<file path="src/hdl/c2p_pkg.sv">
package c2p_pkg;

    // Sizes of the stored state.
    localparam int unsigned PALETTES        = 14;
    localparam int unsigned PALETTE_ENTRIES = 256;
    localparam int unsigned BYTES_PER_PLANE = 16384;
    localparam int unsigned TABLE_SIZE      = PALETTES * PALETTE_ENTRIES;
    localparam int unsigned PLANES          = 4;
    localparam int unsigned PIXELS          = 4;
    localparam int unsigned QUEUE_DEPTH     = 4;

    // Field widths fixed by the interface.
    localparam int unsigned OPERATION_W = 1;
    localparam int unsigned INDEX_W     = 12;
    localparam int unsigned OFFSET_W    = 14;
    localparam int unsigned PIXEL_W     = 8;
    localparam int unsigned PAL_W       = 4;
    localparam int unsigned PLANE_W     = 2;

    // Address widths derived from the store depths.
    localparam int unsigned TABLE_AW  = $clog2(TABLE_SIZE);
    localparam int unsigned SHADOW_AW = (BYTES_PER_PLANE > 1) ? $clog2(BYTES_PER_PLANE) : 1;
    localparam int unsigned OFFSET_XW = 17;
    localparam int unsigned QPTR_W    = $clog2(QUEUE_DEPTH);
    localparam int unsigned QCNT_W    = $clog2(QUEUE_DEPTH + 1);

    // Operation codes.
    localparam logic [OPERATION_W-1:0] OP_LOAD    = 1'b0;
    localparam logic [OPERATION_W-1:0] OP_CONVERT = 1'b1;

    typedef logic [PLANES-1:0][7:0] t_row;
    typedef logic [PIXELS-1:0][7:0] t_colours;

    // One converted group waiting to be written out.
    typedef struct packed {
        logic [OFFSET_W-1:0] offset;
        t_row                row;
        logic [PLANES-1:0]   mask;
    } t_job;

    // Bit p of each colour's high and low nibble, pixel 0 high nibble in the MSB.
    function automatic t_row pack_planes(input t_colours cols);
        t_row r;
        r = '0;
        for (int p = 0; p < PLANES; p++) begin
            for (int k = 0; k < PIXELS; k++) begin
                r[p][7 - 2 * k] = cols[k][4 + p];
                r[p][6 - 2 * k] = cols[k][p];
            end
        end
        return r;
    endfunction

endpackage

</file>
<file path="src/hdl/c2p_queue.sv">
module c2p_queue (
    input  logic           i_clk,
    input  logic           i_rst_n,
    input  logic           i_push,
    input  c2p_pkg::t_job  i_job,
    output logic           o_full,
    output logic           o_valid,
    output c2p_pkg::t_job  o_job,
    input  logic           i_pop
);

    c2p_pkg::t_job                r_slot [c2p_pkg::QUEUE_DEPTH];
    logic [c2p_pkg::QPTR_W-1:0]   r_wptr;
    logic [c2p_pkg::QPTR_W-1:0]   r_rptr;
    logic [c2p_pkg::QCNT_W-1:0]   r_count;
    logic [c2p_pkg::QCNT_W-1:0]   n_count;

    assign o_full  = (r_count == c2p_pkg::QCNT_W'(c2p_pkg::QUEUE_DEPTH));
    assign o_valid = (r_count != '0);
    assign o_job   = r_slot[r_rptr];

    always_comb begin
        n_count = r_count;
        if (i_push && !i_pop) begin
            n_count = r_count + 1'b1;
        end else if (!i_push && i_pop) begin
            n_count = r_count - 1'b1;
        end
    end

    always_ff @(posedge i_clk) begin
        if (!i_rst_n) begin
            r_wptr  <= '0;
            r_rptr  <= '0;
            r_count <= '0;
        end else begin
            r_count <= n_count;
            if (i_push) begin
                r_wptr <= (r_wptr == c2p_pkg::QPTR_W'(c2p_pkg::QUEUE_DEPTH - 1)) ?
                          '0 : r_wptr + 1'b1;
            end
            if (i_pop) begin
                r_rptr <= (r_rptr == c2p_pkg::QPTR_W'(c2p_pkg::QUEUE_DEPTH - 1)) ?
                          '0 : r_rptr + 1'b1;
            end
        end
    end

    always_ff @(posedge i_clk) begin
        if (i_push) begin
            r_slot[r_wptr] <= i_job;
        end
    end

endmodule

</file>
<file path="config.mk">
export PLATFORM = sky130hd
export DESIGN_NAME = c2p_queue
export DESIGN_NICKNAME = d
export VERILOG_FILES = /design/src/hdl/c2p_pkg.sv /design/src/hdl/c2p_queue.sv
export SDC_FILE = /design/constraint.sdc
export NUM_CORES = 1
export LEC_CHECK = 0
export BUFFER_PORTS_ARGS = -buffer_cell sky130_fd_sc_hd__buf_2
export CAP_MARGIN = 30
export CORE_ASPECT_RATIO = 0.6
export CORE_MARGIN = 3
export CORE_UTILIZATION = 60
export CTS_CLUSTER_SIZE = 8
export DETAILED_ROUTE_END_ITERATION = 12
export GPL_ROUTABILITY_DRIVEN = 0
export PLACE_DENSITY = 0.91
export SYNTH_ARGS = -nofsm -noshare
export SYNTH_HDL_FRONTEND = slang
export SYNTH_SLANG_ARGS = --single-unit
</file>
<file path="constraint.sdc">
create_clock -name i_clk -period 4.3 [get_ports i_clk]
set_input_delay 0.215 -clock i_clk [delete_from_list [all_inputs] [get_ports i_clk]]
set_output_delay 0.215 -clock i_clk [all_outputs]
set_load 0.02 [all_outputs]
</file>
## Word-level counts from Yosys, hierarchy flattened

Memories as Yosys holds them, arrays and structs flattened. A register that Yosys moved wholly into a read port is not among the register bits.
Index checks and enable logic that the tools add are counted.

- Bits in writable memories: 200
- Bits in registers: 7
- Output and inout bits: 52
- Memories: 1
- Word-level logic and storage cells: 25
- Bits of input ports: 54

Memory list:

| name | depth | bits a word | rd ports | clocked after memory_dff | write ports | line | RTL |
|---|---|---|---|---|---|---|---|
| r_slot | 4 | 50 | 1 | 1 | 1 | c2p_queue.sv:12 | `c2p_pkg::t_job r_slot [c2p_pkg::QUEUE_DEPTH];` |

- Add/subtract/negate cells: 4
- Reduce and logical (&&, ||, !) cells: 6
- Equality and inequality tests: 3
- Muxes and demuxes: 8

Operator list:

| cell | number |
|---|---|
| 2-bit 2-to-1 mux | 4 |
| 3-bit 2-to-1 mux | 2 |
| 2-bit by 1-bit adder with 2-bit output, second input constant | 2 |
| 2-bit == test, second input constant | 2 |
| 3-bit by 1-bit adder with 3-bit output, second input constant | 1 |
| 3-bit == test, second input constant | 1 |
| 3-bit nonzero test | 1 |
| 3-bit by 1-bit subtractor with 3-bit output, second input constant | 1 |
| 1-bit logical AND | 2 |
| 1-bit zero test | 2 |
| 1-bit 2-to-1 mux | 2 |
| 2-bit nonzero test | 1 |

## Depth between registers and ports, before layout

Gate-level depths: netlist of the first run.

- Depth in word-level cells: 4
- Depth in mapped cells: 7

## Worst setup path after synthesis of the first run

Ideal clock, no wire load.

- Path kind: register to register
- Start point: reg r_wptr[0] (netlist name)
- End point: mem r_slot[3][0] (netlist name), enable pin
- Setup slack: 2.146 ns
- Stages on the path, launching flop included: 3
- Buffers on the path: 0
- Arrival: 1.742 ns
- Clock period less this slack: 2.154 ns
- Library setup time: 0.413 ns
- Path through: dfxtp_1 ha_1 and2_1

RTL lines:

| what | line | RTL |
|---|---|---|
| start: declaration | c2p_queue.sv:13 | `logic [c2p_pkg::QPTR_W-1:0] r_wptr;` |
| start signal: assignment | c2p_queue.sv:39 | `r_wptr <= (r_wptr == c2p_pkg::QPTR_W'(c2p_pkg::QUEUE_DEPTH - 1)) ?` |
| end: declaration | c2p_queue.sv:12 |  |

No word-level cell before the write port.

==> flow_summary.toml, run 1 <==
[outcome]
outcome = "completed"

[detailed_routing]
dr.pass1.iters = 5
drt_wl_total_um = 14600
drc_errors = 0
viasPerCell = 5.64
first_iter_violations = 270
detail-route-antenna-nets = 0
wl_per_cell_um = 21.5
vias = 3821

[timing]
worstMarginPinSlew_ps = 649
drv_slew = 0
max_freq_ghz = 0.396
fin_crit_ps = 2530
tns_ps = 0
hold_viol_final = 0
period_share = 0.587
finalSetupViolCount = 0
skew_ps = 7.75
grt_setup_unrepaired = "no"
slew_headroom = 0.567

[power]
sequentialPowerShare = 0.481
p_switching_uw = 1070
cellLeakagePower_uw = 0.00340
p_clk_frac = 0.426
switching_share = 0.216
pwr-share-comb = 0.093
p_int_uw = 3880
ir_worst_vdd_uv = 472
power_density_nw_per_um2 = 506

[clock_network]
clkLatencyLatePin_ps = 510
post_cts_buffers = 0
root_buffer = "clkbuf_16"
numCtsBuffers = 30
htree_levels = 1
clockBufferDepth = 3
cts_tree = "done"
hold_buffers = 51
clkTransAtPathRegs_ps = 50
cts_resized = 0
clkSinkCount = 209

[grt]
grt_pass1_wl_um = 23100
grt_overflow = 0
antenna_found_initial = 1
grt_pass1_vias = 4111
grt_max_degree = 32
grtUsageTotal = 0.211

[cells_and_area]
layout-drive-gt1-share = 0.389
final_cell_mix = "edfxtp_1 (200), buf_2 (105), dlygate4sd3_1 (51), mux4_2 (50), clkbuf_16 (31)"
final_nets = 549
syn_to_final_growth_pct = 26.5
final_util = 0.793
final_common_cell = "edfxtp_1"

[critical_path]
end_kind = "output port"
startpoint_type = "register"
crit_chain = "buf_4, mux4_2, buf_2"
required_ps = 4090
timing.rr.start = "r_wptr[0]"
critPathMaxStageDelay_ps = 670
critical_path_class = "register to output port"
arrival_ps = 2310
reg2reg_depth = 3
crit_slowest_cell = "dfxtp_2"
path_max_fanout = 31

[floorplan]
core_um2 = 12300
die_h_um = 93.9
dieArea_um2 = 14300
io_pins = 106
rows = 31
start_util = 0.627
fp.dieW_um = 153

[placement]
portBuffers = 105
hpwl_um = 8230

[synthesis]
syn_inst = 306
syn_area_per_cell_um2 = 25.3
ys_warn_count = 0
ys_seq_area_frac = 0.800
synthesis.nets = 367
synth_area_um2 = 7730
ys_ff_latch = 209
ys_types = 22

[min_path]
hold_depth = 3
min_path_type = "primary input to register"
hp-start = "i_pop"

[run]
max_cap_violations = 0
==> kinds of logic (layout without fill, tap and decap cells) <==
family,after synthesis,after routing,share of synthesized area
and+or+nand+nor,15,15,0.0118
AOI/OAI and AO/OA,3,3,0.00259
xor gates and xnor gates,2,2,0.00227
adders and majority gates,7,7,0.0123
DFF,209,209,0.800
buffers and inverters,16,222,0.0201
other,0,1,0
muxes,54,54,0.151
==> cell type report <==
| cell class | count | area, µm² |
|---|---|---|
| well taps | 165 | 206 |
| fillers | 626 | 2560 |
| inverters | 4 | 15.0 |
| clock buffers | 55 | 866 |
| clock inverters | 1 | 8.76 |
| multi-input cells | 81 | 1400 |
| repair buffers | 162 | 1090 |
| flip-flops and latches | 209 | 6190 |
| diodes | 1 | 2.50 |
==> state kept, by name, indices dropped and copies added, names as in the netlist, named ones only <==
name	cells
r_wptr	2
r_count	3
r_rptr	2
r_slot	200
==> critical path, delay by kind of cell (launching register included) <==
| family | cells | cell delay, ps |
|---|---|---|
| buffers and inverters | 2 | 690 |
| flip-flops | 1 | 670 |
| multiplexers | 1 | 420 |
==> power by group through the flow <==
stage               logic [µW]  registers [µW]  clock network, µW
CTS                        465            2380               2150
global placement           398            2420                  0
floorplan                  296            2390                  0
finish                     460            2380               2110
detailed placement         425            2420                  0
global route               494            2390               2260
==> worst paths after layout <==
kind	slack [ps]	to
max	1770	o_job[5]
min	70	register
max reg2reg	2250	r_slot[3][42]
min reg2reg	530	r_count[2]
==> layer usage <==
| metal | part of all wire | global-route usage | vias up | wire, µm |
|---|---|---|---|---|
| met5 | 0 | 0 | - | 0 |
| met4 | 0.021 | 0.0630 | 0 | 308 |
| met3 | 0.078 | 0.0640 | 31 | 1140 |
| met2 | 0.49 | 0.343 | 154 | 7100 |
| met1 | 0.41 | 0.285 | 1965 | 6020 |
| li1 | - | - | 1671 | - |
==> cells in the mapped netlist, drive strengths merged <==
| master | number | share of area |
|---|---|---|
| or3 | 2 | 0.0016 |
| xor2 | 1 | 0.0011 |
| ha | 6 | 0.0097 |
| nor2 | 1 | 0.00049 |
| inv | 4 | 0.0019 |
| mux4 | 50 | 0.15 |
| and2 | 5 | 0.0040 |
| nor2b | 5 | 0.0040 |
| fa | 1 | 0.0026 |
| o21ai | 1 | 0.00065 |
| xnor2 | 1 | 0.0011 |
| dfxtp | 9 | 0.023 |
| nor3b | 1 | 0.00097 |
| o21a | 1 | 0.00097 |
| mux2i | 4 | 0.0052 |
| buf | 12 | 0.018 |
| a21boi | 1 | 0.00097 |
| edfxtp | 200 | 0.78 |
| nor3 | 1 | 0.00065 |
==> metrics by stage <==
stage	total power (µW)	hold WS, ps	instances	worst slack, ps	cell area, µm²
detailed placement	2840	432	570	2240	8390
CTS	4990	61.2	677	1700	9780
global placement	2820	423	569	2170	8370
global route	5140	77.6	678	1630	9780
finish	4950	71.4	678	1770	9780
floorplan	2690	314	306	2150	7730
(Power assumes the default switching activity.)
==> run 2, diff against run 1 <==
--- a/config.mk
+++ b/config.mk
@@ -9,11 +9,11 @@
 export CAP_MARGIN = 30
 export CORE_ASPECT_RATIO = 0.6
 export CORE_MARGIN = 3
-export CORE_UTILIZATION = 60
+export CORE_UTILIZATION = 57
 export CTS_CLUSTER_SIZE = 8
 export DETAILED_ROUTE_END_ITERATION = 12
 export GPL_ROUTABILITY_DRIVEN = 0
-export PLACE_DENSITY = 0.91
+export PLACE_DENSITY = 0.87
 export SYNTH_ARGS = -nofsm -noshare
 export SYNTH_HDL_FRONTEND = slang
 export SYNTH_SLANG_ARGS = --single-unit
==> constraint.sdc (replaced) <==
create_clock -name i_clk -period 2.6 [get_ports i_clk]
set_input_delay 0.13 -clock i_clk [delete_from_list [all_inputs] [get_ports i_clk]]
set_output_delay 0.13 -clock i_clk [all_outputs]
set_load 0.02 [all_outputs]
==> flow_summary.toml, run 2 (synthesized netlist as in run 1, its figures left out) <==
[critical_path]
timing.rr.start = "r_wptr[1]"
path_max_fanout = 23
r2r_slack_ps = 840
end_kind = "output port"
arrival_ps = 2210
r2r-end = "r_slot[1][48]"
critical_path_class = "register to output port"
reg2reg_depth = 4
required_ps = 2470
startpoint_type = "register"

[clock_network]
clkSinkCount = 209
clkTransAtPathRegs_ps = 50
clockBufferDepth = 3
root_buffer = "clkbuf_16"
clkLatencyLatePin_ps = 520
cts_tree = "done"
numCtsBuffers = 30
htree_levels = 1
post_cts_buffers = 0

[timing]
hold_viol_final = 0
grt_setup_unrepaired = "no"
holdWs_ps = 365
period_share = 0.902
fin_crit_ps = 2340
slew_headroom = 0.512
finalSetupViolCount = 0
skew_ps = 7.25
worstMarginPinSlew_ps = 732
drv_slew = 0
max_freq_ghz = 0.427
tns_ps = 0

[placement]
dpl-instance-area_um2 = 8470
dp.cells = 577
portBuffers = 105
hpwl_um = 8860

[cells_and_area]
register_area_um2 = 6190
final_nets = 553
largestRegisters = "r_slot x200, r_count x3"
layout-drive-gt1-share = 0.399
finalInstanceArea_um2 = 9840
syn_to_final_growth_pct = 27.2
fillers = 721
final_util = 0.754
final_common_cell = "edfxtp_1"
largest_register_ffs = 200
largest_register = "r_slot"
final_cell_mix = "edfxtp_1 (200), buf_2 (105), dlygate4sd3_1 (53), mux4_2 (50), clkbuf_16 (31)"
fin_cells = 675
multi_input_area_um2 = 1400

[min_path]
hold_depth = 2
min_path_type = "primary input to register"
hp-start = "i_job[41]"
min_to = "r_slot[3][41]"

[floorplan]
start_util = 0.592
core_um2 = 13100
die_h_um = 96.2
fp.dieW_um = 156
rows = 32
dieArea_um2 = 15000
io_pins = 106

[detailed_routing]
drt_wl_total_um = 15600
wl_per_cell_um = 23.1
first_iter_violations = 253
dr.pass1.iters = 4
viasPerCell = 5.71
detail-route-antenna-nets = 0
drc_errors = 0
vias = 3851

[run]
max_cap_violations = 0

[grt]
grt_max_degree = 33
grt_pass1_vias = 4214
grt_pass1_wl_um = 23500
grtUsageTotal = 0.210
grt_overflow = 0
antenna_found_initial = 1

[outcome]
outcome = "completed"

[power]
ir_worst_vdd_uv = 561
power_density_nw_per_um2 = 826
cellLeakagePower_uw = 0.00342
run 2: worst max-delay path by stage:
stage              endpoint  cells past startpoint       from
4_1_cts           o_job[28]                      3   register
2_1_floorplan  r_slot[3][0]                      2  r_wptr[0]
3_5_place_dp       o_job[0]                      3   register
5_1_grt           o_job[28]                      3   register
3_3_place_gp      o_job[28]                      3   register
6_report          o_job[28]                      3   register
run 2: through the flow:
| step | power (µW) | setup WS [ps] |
|---|---|---|
| after CTS | 8180 | 201 |
| after floorplan | 4450 | 446 |
| final | 8120 | 255 |
| after global placement | 4690 | 799 |
| after detailed placement | 4730 | 793 |
| after global routing | 8380 | 127 |
run 2: area by class of cell:
type | instances | area share
timing repair buffer | 166 | 0.121
clock buffer | 43 | 0.0834
clock inverter | 1 | 0.000890
inverter | 4 | 0.00153
tap | 170 | 0.0216
sequential | 209 | 0.629
multi-input combinational | 81 | 0.142
antenna | 1 | 0.000254
run 2: routing by layer:
layer / track usage / wire, µm
met4: 0.0663 / 360
met3: 0.0557 / 1080
met5: 0 / 0
met2: 0.342 / 7640
met1: 0.284 / 6530
run 2: what timing repair did:
action,in CTS,in global routing
resized for setup,0,0
hold buffers,53,0
endpoints found under the setup margin,0,0
hold endpoints to repair,209,0
run 2: worst max-delay path: stages, from the launching register on:
cell and delay (ps):
dfxtp_4 610, buf_12 270, mux4_2 590, buf_2 190
run 2: report_power, final:
group	leakage (µW)	internal [µW]	switching, µW
combinational	0.00111	358	436
sequential	0.00191	3860	76.5
clock	0.000400	2130	1250
total	0.00342	6360	1770
