<file path="src/hdl/c2p_pkg.sv">
package c2p_pkg;

    // Sizes of the stored state.
    localparam int unsigned PALETTES        = 14;
    localparam int unsigned PALETTE_ENTRIES = 256;
    localparam int unsigned BYTES_PER_PLANE = 16384;
    localparam int unsigned TABLE_SIZE      = PALETTES * PALETTE_ENTRIES;
    localparam int unsigned PLANES          = 4;
    localparam int unsigned PIXELS          = 4;
    localparam int unsigned QUEUE_DEPTH     = 4;

    // Field widths fixed by the interface.
    localparam int unsigned OPERATION_W = 1;
    localparam int unsigned INDEX_W     = 12;
    localparam int unsigned OFFSET_W    = 14;
    localparam int unsigned PIXEL_W     = 8;
    localparam int unsigned PAL_W       = 4;
    localparam int unsigned PLANE_W     = 2;

    // Address widths derived from the store depths.
    localparam int unsigned TABLE_AW  = $clog2(TABLE_SIZE);
    localparam int unsigned SHADOW_AW = (BYTES_PER_PLANE > 1) ? $clog2(BYTES_PER_PLANE) : 1;
    localparam int unsigned OFFSET_XW = 17;
    localparam int unsigned QPTR_W    = $clog2(QUEUE_DEPTH);
    localparam int unsigned QCNT_W    = $clog2(QUEUE_DEPTH + 1);

    // Operation codes.
    localparam logic [OPERATION_W-1:0] OP_LOAD    = 1'b0;
    localparam logic [OPERATION_W-1:0] OP_CONVERT = 1'b1;

    typedef logic [PLANES-1:0][7:0] t_row;
    typedef logic [PIXELS-1:0][7:0] t_colours;

    // One converted group waiting to be written out.
    typedef struct packed {
        logic [OFFSET_W-1:0] offset;
        t_row                row;
        logic [PLANES-1:0]   mask;
    } t_job;

    // Bit p of each colour's high and low nibble, pixel 0 high nibble in the MSB.
    function automatic t_row pack_planes(input t_colours cols);
        t_row r;
        r = '0;
        for (int p = 0; p < PLANES; p++) begin
            for (int k = 0; k < PIXELS; k++) begin
                r[p][7 - 2 * k] = cols[k][4 + p];
                r[p][6 - 2 * k] = cols[k][p];
            end
        end
        return r;
    endfunction

endpackage

</file>
<file path="src/hdl/c2p_back.sv">
module c2p_back (
    input  logic                              i_clk,
    input  logic                              i_rst_n,
    input  logic                              i_job_valid,
    input  c2p_pkg::t_job                     i_job,
    output logic                              o_pop,
    output logic                              o_valid,
    input  logic                              i_stall,
    output logic [c2p_pkg::PLANE_W-1:0]       o_plane,
    output logic [c2p_pkg::OFFSET_W-1:0]      o_write_offset,
    output logic [7:0]                        o_plane_byte,
    output logic                              o_last_of_run
);

    logic                                r_busy;
    logic [c2p_pkg::PLANES-1:0]          r_rem;
    logic                                r_out_valid;
    logic [c2p_pkg::PLANE_W-1:0]         r_plane;
    logic [c2p_pkg::OFFSET_W-1:0]        r_offset;
    logic [7:0]                          r_byte;
    logic                                r_last;

    logic [c2p_pkg::PLANES-1:0]          w_cur;
    logic [c2p_pkg::PLANES-1:0]          w_rest;
    logic [c2p_pkg::PLANE_W-1:0]         w_sel;
    logic                                w_load;

    assign w_cur  = r_busy ? r_rem : i_job.mask;
    assign w_load = i_job_valid && (!r_out_valid || !i_stall);

    // Planes leave highest first.
    always_comb begin
        priority if (w_cur[3]) begin
            w_sel = 2'd3;
        end else if (w_cur[2]) begin
            w_sel = 2'd2;
        end else if (w_cur[1]) begin
            w_sel = 2'd1;
        end else begin
            w_sel = 2'd0;
        end
    end

    always_comb begin
        w_rest        = w_cur;
        w_rest[w_sel] = 1'b0;
    end

    assign o_pop = w_load && (w_rest == '0);

    always_ff @(posedge i_clk) begin
        if (!i_rst_n) begin
            r_busy      <= 1'b0;
            r_out_valid <= 1'b0;
        end else begin
            if (w_load) begin
                r_out_valid <= 1'b1;
                r_busy      <= (w_rest != '0);
            end else if (!i_stall) begin
                r_out_valid <= 1'b0;
            end
        end
    end

    always_ff @(posedge i_clk) begin
        if (w_load) begin
            r_rem    <= w_rest;
            r_plane  <= w_sel;
            r_offset <= i_job.offset;
            r_byte   <= i_job.row[w_sel];
            r_last   <= (w_rest == '0);
        end
    end

    assign o_valid        = r_out_valid;
    assign o_plane        = r_plane;
    assign o_write_offset = r_offset;
    assign o_plane_byte   = r_byte;
    assign o_last_of_run  = r_last;

endmodule

</file>
<file path="config.mk">
export PLATFORM = sky130hd
export DESIGN_NAME = c2p_back
export DESIGN_NICKNAME = d
export VERILOG_FILES = /design/src/hdl/c2p_pkg.sv /design/src/hdl/c2p_back.sv
export SDC_FILE = /design/constraint.sdc
export NUM_CORES = 1
export LEC_CHECK = 0
export BUFFER_PORTS_ARGS = -buffer_cell sky130_fd_sc_hd__buf_2
export CORE_ASPECT_RATIO = 0.9
export CORE_MARGIN = 5
export CORE_UTILIZATION = 42
export DETAILED_ROUTE_END_ITERATION = 10
export PLACE_DENSITY = 0.78
export SLEW_MARGIN = 0
export SYNTH_ARGS = -nofsm -noshare
export SYNTH_HDL_FRONTEND = slang
export SYNTH_SLANG_ARGS = --single-unit
export TNS_END_PERCENT = 20
</file>
<file path="constraint.sdc">
create_clock -name i_clk -period 2 [get_ports i_clk]
set_clock_uncertainty 0.1 [all_clocks]
set_input_delay 0.1 -clock i_clk [delete_from_list [all_inputs] [get_ports i_clk]]
set_output_delay 0.1 -clock i_clk [all_outputs]
set_load 0.01 [all_outputs]
</file>
# Word-level counts from Yosys, hierarchy flattened
# Cells that the tools add are included.
classes:
  order_cmp: 2
  n_eq_ne: 1
  mux: 10
  bitwise_logic: 2
  reduce_logical: 8
ops:
  columns: ["operator", "n"]
  rows:
  - ["binary-select mux 8 bit (select 2 bit)", 1]
  - ["two-way mux 8 bit", 1]
  - ["bitwise AND 4 bit", 1]
  - ["logical NOT 4 bit", 1]
  - ["two-way mux 1 bit", 4]
  - ["two-way mux 2 bit", 2]
  - ["two-way mux 4 bit", 1]
  - ["inverter 4 bit", 1]
  - ["nonzero test 4 bit", 1]
  - ["logical AND 1 bit", 3]
  - ["< comparator 2 x 3 -> 1 bit (second input constant)", 1]
  - ["demux 1 bit (select 2 bit)", 1]
  - [">= comparator 2 x 1 -> 1 bit (second input constant)", 1]
  - ["logical NOT 1 bit", 2]
  - ["inequality test 2 x 1 -> 1 bit (second input constant)", 1]
  - ["logical OR 1 bit", 1]
word_totals:
  reg_bits: 31
  input_bits: 54
  output_inout_bits: 27
  wordCells: 30

# Longest topological paths before layout
# Gate-level depths: netlist of the first run.
depth:
  ltp_word: 12
  ltp_mapped: 4
  mapped_depth_nobuf: 4

# Worst setup path after synthesis of the first run
# No wires, ideal clock.
synth_path:
  kind: "flip-flop to flip-flop"
  startpoint: "register r_out_valid, in the netlist o_valid"
  endpoint: "register r_busy"
  setup_ns: 0.059
  t_arrival_ns: 1.475
  t_required_ns: 1.841
  slack_ns: 0.366
  path_stages_with_launch: 5
  n_path_buf: 0
  synth_period_minus_slack_ns: 1.634
  cell_sequence: "dfxtp_1 -> a21bo_2 -> inv_1 -> and2_1 -> a31o_1"
synth_between:
  elab_chain_len: 3
synth_lines:
  columns: ["element", "line_no", "source"]
  rows:
  - ["from (decl)", "c2p_back.sv:17", "logic r_out_valid;"]
  - ["from (signal assigned)", "c2p_back.sv:54", "r_out_valid <= 1'b0;"]
  - ["from (signal assigned)", "c2p_back.sv:57", "r_out_valid <= 1'b1;"]
  - ["from (signal assigned)", "c2p_back.sv:60", "r_out_valid <= 1'b0;"]
  - ["logical NOT 1 bit", "c2p_back.sv:29", "assign w_load = i_job_valid && (!r_out_valid || !i_stall);"]
  - ["logical OR 1 bit", "c2p_back.sv:29", null]
  - ["logical AND 1 bit", "c2p_back.sv:29", null]
  - ["net w_load", "c2p_back.sv:26", "logic w_load;"]
  - ["to (signal assigned)", "c2p_back.sv:58", "r_busy <= (w_rest != '0);"]
  - ["to (decl)", "c2p_back.sv:15", "logic r_busy;"]
# The timed path passes the listed nets, and every way through them passes these cells.
# A chain may end at the register's enable or synchronous reset.

# Worst setup path in the final report of the first run
layout_path:
  startpoint: "register r_busy"
  endpoint: "output port o_pop"
layout_between:
  elab_chain_len: 12
  elab_cells_between_ends: 13
  cone_classes: "order compare (2); mux (6); bitwise (2); reduce/logical (3)"
layout_lines:
  columns: ["element", "line_no", "source"]
  rows:
  - ["two-way mux 4 bit *", "c2p_back.sv:28", "assign w_cur = r_busy ? r_rem : i_job.mask;"]
  - ["two-way mux 1 bit", "c2p_back.sv:37", "end else if (w_cur[1]) begin"]
  - ["two-way mux 2 bit", "c2p_back.sv:35", "end else if (w_cur[2]) begin"]
  - ["two-way mux 2 bit", "c2p_back.sv:33", "priority if (w_cur[3]) begin"]
  - ["< comparator 2 x 3 -> 1 bit (implied by the code) / >= comparator 2 x 1 -> 1 bit (equally long branches)", "c2p_back.sv:46", "w_rest[w_sel] = 1'b0;"]
  - ["logical AND 1 bit (implied by the code)", "c2p_back.sv:46", null]
  - ["two-way mux 1 bit (implied by the code)", "c2p_back.sv:46", null]
  - ["demux 1 bit (select 2 bit)", "c2p_back.sv:46", null]
  - ["inverter 4 bit (no line)", null, null]
  - ["bitwise AND 4 bit (no line) *", null, null]
  - ["logical NOT 4 bit *", "c2p_back.sv:49", "assign o_pop = w_load && (w_rest == '0);"]
  - ["logical AND 1 bit *", "c2p_back.sv:49", null]
  - ["to (decl)", "c2p_back.sv:6", "output logic o_pop,"]
# Mark *: on every way between the ends. The rest lies on a longest branch, timed or not.

==> flow_metrics.py, run 1 <==
metrics = {
    "die": {
        "die-area_um2": 4422,
        "start_util_pct": 43.70,
        "io_pins": 81,
        "die_w_um": 69.54,
        "chipHeight_um": 63.59,
        "core-area_um2": 3067,
        "rows": 19,
    },
    "drt": {
        "drt_wl_total_mm": 3.973,
        "dr_wl_met2_mm": 2.103,
        "ant_nets": 0,
        "drc_errors": 0,
        "drtPass1Iterations": 4,
        "wire_per_inst_um": 15.96,
        "num_vias": 1201,
        "dr.first_iter.drc_count": 67,
        "wl_met3_um": 339,
        "wl_met1_mm": 1.502,
        "post_drt_via_cell_ratio": 4.823,
        "maxUsedRoutingLayer": "met4",
    },
    "clock_network": {
        "cts.sinks": 31,
        "clockBufferDepth": 2,
        "clk-insertion-delay-late_ns": 0.32,
        "h-tree-depth": 2,
        "cts_root_buf": "clkbuf_4",
        "path_clk_slew_ns": 0.09,
        "cts_setup_buffers": 0,
        "cts_buffers": 5,
        "cts_tree": "built",
    },
    "setup_path": {
        "cp_max_fo": 10,
        "startpoint_type": "register",
        "end_kind": "output port",
        "worst-endpoint-required_ns": 1.80,
        "arrival_ns": 1.66,
        "path_class": "reg -> out",
    },
    "final_layout": {
        "syn_to_final_growth_pct": 59.01,
        "layout.nets": 260,
        "final_common_cell": "buf_2",
        "drive_above_1_share_pct": 46.86,
        "antennaDiodeCount": 0,
        "final_util_pct": 69.48,
        "final_cell_mix": "buf_2, edfxtp_1, dlygate4sd3_1",
        "fin_cells": 249,
    },
    "yosys": {
        "avgSynthCellArea_um2": 14.41,
        "synth_compound_area_share_pct": 11.11,
        "yosysWarnings": 0,
        "syn_nets": 147,
        "yosys_register_bits": 31,
        "netlist_instances": 93,
        "synthAdderAreaFrac_pct": 0,
        "synthSimpleGateAreaFrac_pct": 5.789,
        "muxShareOfSynthArea_pct": 10.36,
        "synth_area_um2": 1340,
        "synth-seq-area-share_pct": 67.97,
        "synth_top_family_by_area": "compound AO/OA/AOI/OAI gates",
        "ys_types": 24,
        "synthXorXnorAreaFrac_pct": 0,
    },
    "status": {
        "status": "complete, no violations",
    },
    "pwr": {
        "p_sw_uw": 380.2,
        "p_sw_share_pct": 26.13,
        "power.density_nw_per_um2": 682.9,
        "intPower_mw": 1.075,
        "comb_power_share_pct": 22.7,
        "p_clk_share_pct": 22.8,
        "p_seq_share_pct": 54.6,
        "p_leak_nw": 0.9729,
        "ir_worst_vdd_uv": 392.1,
    },
    "placement": {
        "gp_congestion": 0.7985,
        "dp_cells": 217,
        "place_ws_ns": 0.4155,
        "io_buffers": 80,
    },
    "grt": {
        "grt_pass1_vias": 1273,
        "grt_max_degree": 27,
        "grt_overflow": 0,
        "grt_pass1_wl_mm": 6.272,
        "grt_antenna_before_repair": 0,
        "grt_usage_pct": 18.54,
    },
    "worst_hold_path": {
        "hp-class": "in -> reg",
    },
    "timing": {
        "setup_tns_ns": 0,
        "fin_crit_ns": 1.862,
        "worst_pin_slew_ns": 0.5029,
        "timing.fmax_ghz": 0.5372,
        "drv_slew": 0,
        "max_slew_margin_pct": 66.48,
        "finalCritPeriodShare_pct": 93.08,
        "hold_violations": 0,
        "rsz0062_at_grt": "no",
        "setup_viol": 0,
        "layout_setup_ws_ns": 0.1384,
    },
    "run": {
        "cap_viol_max_count": 0,
    },
}
==> timing repair <==
action | 4_1_cts | 5_1_grt
endpoints found under the setup margin | 0 | 1
resized for setup | 0 | 5
endpoints found under the hold margin | 23 | 0
hold buffers | 24 | 0
==> logic make-up (layout without fill, tap and decap cells) <==
logic type / count (synthesis) / after routing
compound gates: 19 / 19
simple gates: 17 / 17
flops: 31 / 31
mux: 13 / 13
buf+inv: 12 / 126
other cells: 1 / 1
==> critical path: stages (launching register included) <==
cell	delay, ns
dfxtp_1	0.38
buf_6	0.18
mux2i_4	0.29
o211ai_1	0.17
a21oi_1	0.17
buf_2	0.14
==> power groups by stage <==
stage	logic, mW	registers [mW]	clock network [mW]
CTS	0.315	0.789	0.339
global route	0.358	0.800	0.375
detailed placement	0.278	0.804	0
finish	0.330	0.794	0.331
floorplan	0.126	0.828	0
global placement	0.269	0.802	0
==> cells in the mapped netlist, drive strengths merged <==
cell	instances	area share, %
a21bo	1	0.75
a21oi	3	1.4
a31o	1	0.65
a31oi	1	0.47
and2	1	0.47
and2b	1	0.65
and3	1	0.47
buf	2	1.7
conb	1	0.28
dfxtp	2	3.0
edfxtp	29	65
inv	10	2.8
mux2	1	0.84
mux2i	12	9.5
nand2	10	2.8
nor2	2	0.56
nor2b	1	0.47
nor3	1	0.37
o211ai	2	1.1
o21ai	2	0.75
o221ai	8	5.2
o32a	1	0.75
==> sequential cells by signal (all words and copies together) (netlist names) <==
| signal | flops |
|---|---|
| o_write_offset | 14 |
| o_plane_byte | 8 |
| r_rem | 4 |
| o_plane | 2 |
| o_last_of_run | 1 |
| o_valid | 1 |
| r_busy | 1 |
==> final cells by class <==
type	count	area [um^2]
Inverter	10	37.54
Timing Repair Buffer	108	686.9
Tap cell	42	52.55
Multi-Input combinational cell	50	394.1
Clock inverter	2	7.507
Clock buffer	6	41.29
Fill cell	196	935.9
Sequential cell	31	910.9
==> metrics by stage <==
stage          hold WS [ns]  area, um^2  total power [mW]
2_1_floorplan       0.09887        1340            0.9535
3_3_place_gp         0.1764        1813             1.071
3_5_place_dp         0.1788        1813             1.082
4_1_cts             0.05445        2102             1.444
5_1_grt             0.06947        2131             1.532
6_report            0.06906        2131             1.455
==> final timing paths <==
kind                            depth (start not counted)                         to  slack, ns                 from
worst min register to register                          2         r_rem[0]$_DFFE_PP_       0.64   r_rem[0]$_DFFE_PP_
worst min-delay path                                    3  o_plane_byte[3]$_DFFE_PP_       0.07            i_job[23]
worst max register to register                          4  o_plane_byte[4]$_DFFE_PP_       0.36  r_busy$_SDFFE_PN0P_
worst max-delay path                                    5                      o_pop       0.14  r_busy$_SDFFE_PN0P_
==> metal layers <==
metal / GRT usage (%) / vias to the layer above
met5: 0 / -
met4: 6.341 / 0
met1: 20.20 / 555
li1: - / 579
met3: 6.359 / 2
met2: 33.45 / 65
Power figures use the tool's default switching activity.
==> run 2, diff against run 1 <==
clock period = 2.1 ns   (was 2 ns; I/O delays follow)
==> run 2 against run 1 <==
Against the previous run:
- cell area decreased by 1.7%
- sequential power down 4.3%
- clock power decreased by 2%
- critical path depth is the same
- first-iteration DRC count grew 4.5%
- die area did not move
- register-to-register slack lost 0.08 ns
- sequential share of layout area up 0.80 points
- largest power group unchanged
==> flow_metrics.py, run 2 (synthesis gave the netlist of run 1 again) <==
metrics = {
    "final_layout": {
        "fill_cells": 215,
        "antennaDiodeCount": 0,
        "multi_input_area_um2": 369.1,
        "layout.nets": 260,
        "seqCellArea_um2": 912.1,
        "drive_above_1_share_pct": 46.38,
        "final_cell_mix": "buf_2, edfxtp_1, dlygate4sd3_1",
        "final_util_pct": 68.30,
        "largest_register_ffs": 14,
        "final_common_cell": "buf_2",
        "fin_area_um2": 2095,
        "fin_cells": 249,
        "syn_to_final_growth_pct": 56.30,
    },
    "timing": {
        "setup_tns_ns": 0,
        "setup_viol": 0,
        "rsz0062_at_grt": "no",
        "fin_crit_ns": 1.960,
        "finalCritPeriodShare_pct": 93.31,
        "hold_violations": 0,
        "drv_slew": 0,
        "timing.fmax_ghz": 0.5103,
    },
    "placement": {
        "io_buffers": 80,
        "placed_cell_area_um2": 1793,
        "dp_hpwl_mm": 2.641,
        "gp_congestion": 0.7970,
        "dp_cells": 216,
    },
    "drt": {
        "num_vias": 1189,
        "post_drt_via_cell_ratio": 4.775,
        "dr.first_iter.drc_count": 70,
        "drc_errors": 0,
        "wire_per_inst_um": 14.75,
        "drtPass1Iterations": 4,
        "drt_wl_total_mm": 3.673,
        "ant_nets": 0,
    },
    "die": {
        "die_w_um": 69.54,
        "io_pins": 81,
        "chipHeight_um": 63.59,
        "core-area_um2": 3067,
        "rows": 19,
        "die-area_um2": 4422,
        "start_util_pct": 43.70,
    },
    "grt": {
        "grt_pass1_vias": 1250,
        "grt_max_degree": 28,
        "grt_pass1_wl_mm": 6.078,
        "grt_overflow": 0,
        "grt_antenna_before_repair": 0,
        "grt_usage_pct": 17.46,
    },
    "setup_path": {
        "path_class": "reg -> out",
        "crit_slowest_cell": "dfxtp_2",
        "cp_max_fo": 11,
        "path_cells": "mux2i_2 > buf_4 > o211ai_1 > a21oi_1 > buf_2",
        "arrival_ns": 1.75,
        "cp_top_family": "flip-flops",
        "end_kind": "output port",
        "path_buf_inv": 2,
        "startpoint_type": "register",
        "max_stage_delay_ns": 0.48,
        "reg2reg_depth": 4,
        "path_depth": 5,
        "worst-endpoint-required_ns": 1.89,
    },
    "clock_network": {
        "path_clk_slew_ns": 0.09,
        "cts_tree": "built",
        "h-tree-depth": 2,
        "clockBufferDepth": 2,
        "clk-insertion-delay-late_ns": 0.33,
        "cts_buffers": 5,
        "cts.sinks": 31,
        "cts_root_buf": "clkbuf_4",
    },
    "worst_hold_path": {
        "hp-class": "in -> reg",
        "min_path_cells": 3,
    },
    "pwr": {
        "ir_worst_vdd_uv": 328.9,
        "power.density_nw_per_um2": 653.5,
        "p_leak_nw": 0.9664,
        "fin_total_pwr_mw": 1.369,
    },
    "status": {
        "status": "complete, no violations",
    },
    "run": {
        "cap_viol_max_count": 0,
    },
}
[run 2: cell count changes in the layout (fill, tap and decap cells not counted), sizes merged]
cell         delta
dlygate4sd3     +1
clkbuf          +1
buf             -1
clkinv          -1
[run 2: path summary, 6_finish.rpt]
kind	start	endpoint	slack, ns
hold / removal	i_rst_n	r_busy$_SDFFE_PN0P_	0.03
hold reg to reg	r_rem[0]$_DFFE_PP_	r_rem[0]$_DFFE_PP_	0.59
setup reg to reg	o_valid$_SDFFE_PN0P_	o_valid$_SDFFE_PN0P_	0.28
setup / recovery	r_busy$_SDFFE_PN0P_	o_pop	0.14
[run 2: cell type report]
class,instances,area share [%]
Inverter,10,1.792
Multi-Input combinational cell,50,17.62
Clock buffer,7,2.151
Timing Repair Buffer,108,32.14
Sequential cell,31,43.55
Clock inverter,1,0.2389
Tap cell,42,2.509
[run 2: routing by layer]
layer  vias to the layer above  track usage (%)  wire (um)
met4                         0            6.585         74
met2                        64            29.52       1817
met3                         7            6.041        288
met1                       539            20.38       1493
li1                        579                -          -
met5                         -                0          0
[run 2: through the flow]
stage / setup WS (ns) / hold slack, ns
after floorplan: 0.4660 / 0.1039
after global placement: 0.3887 / 0.1823
after detailed placement: 0.2400 / 0.1837
after CTS: 0.1476 / 0.01714
after global routing: 0.03659 / 0.04446
final: 0.1404 / 0.02827
[run 2: tightest hold or removal path, stage by stage]
cell	delay [ns]
buf_2	0.09
and3_1	0.14
a31o_1	0.09
[run 2: repair_timing]
item                                    4_1_cts  5_1_grt
hold endpoints to repair                     23        0
resized for setup                             1        0
buffers inserted                              0        0
endpoints found under the setup margin        1        0
hold buffers                                 25        0
[run 2: where the power goes]
| group | total, mW | switching [mW] | internal (mW) |
|---|---|---|---|
| clock network | 0.323 | 0.193 | 0.130 |
| registers | 0.760 | 0.0222 | 0.738 |
| logic | 0.286 | 0.136 | 0.150 |
| total | 1.37 | 0.351 | 1.02 |
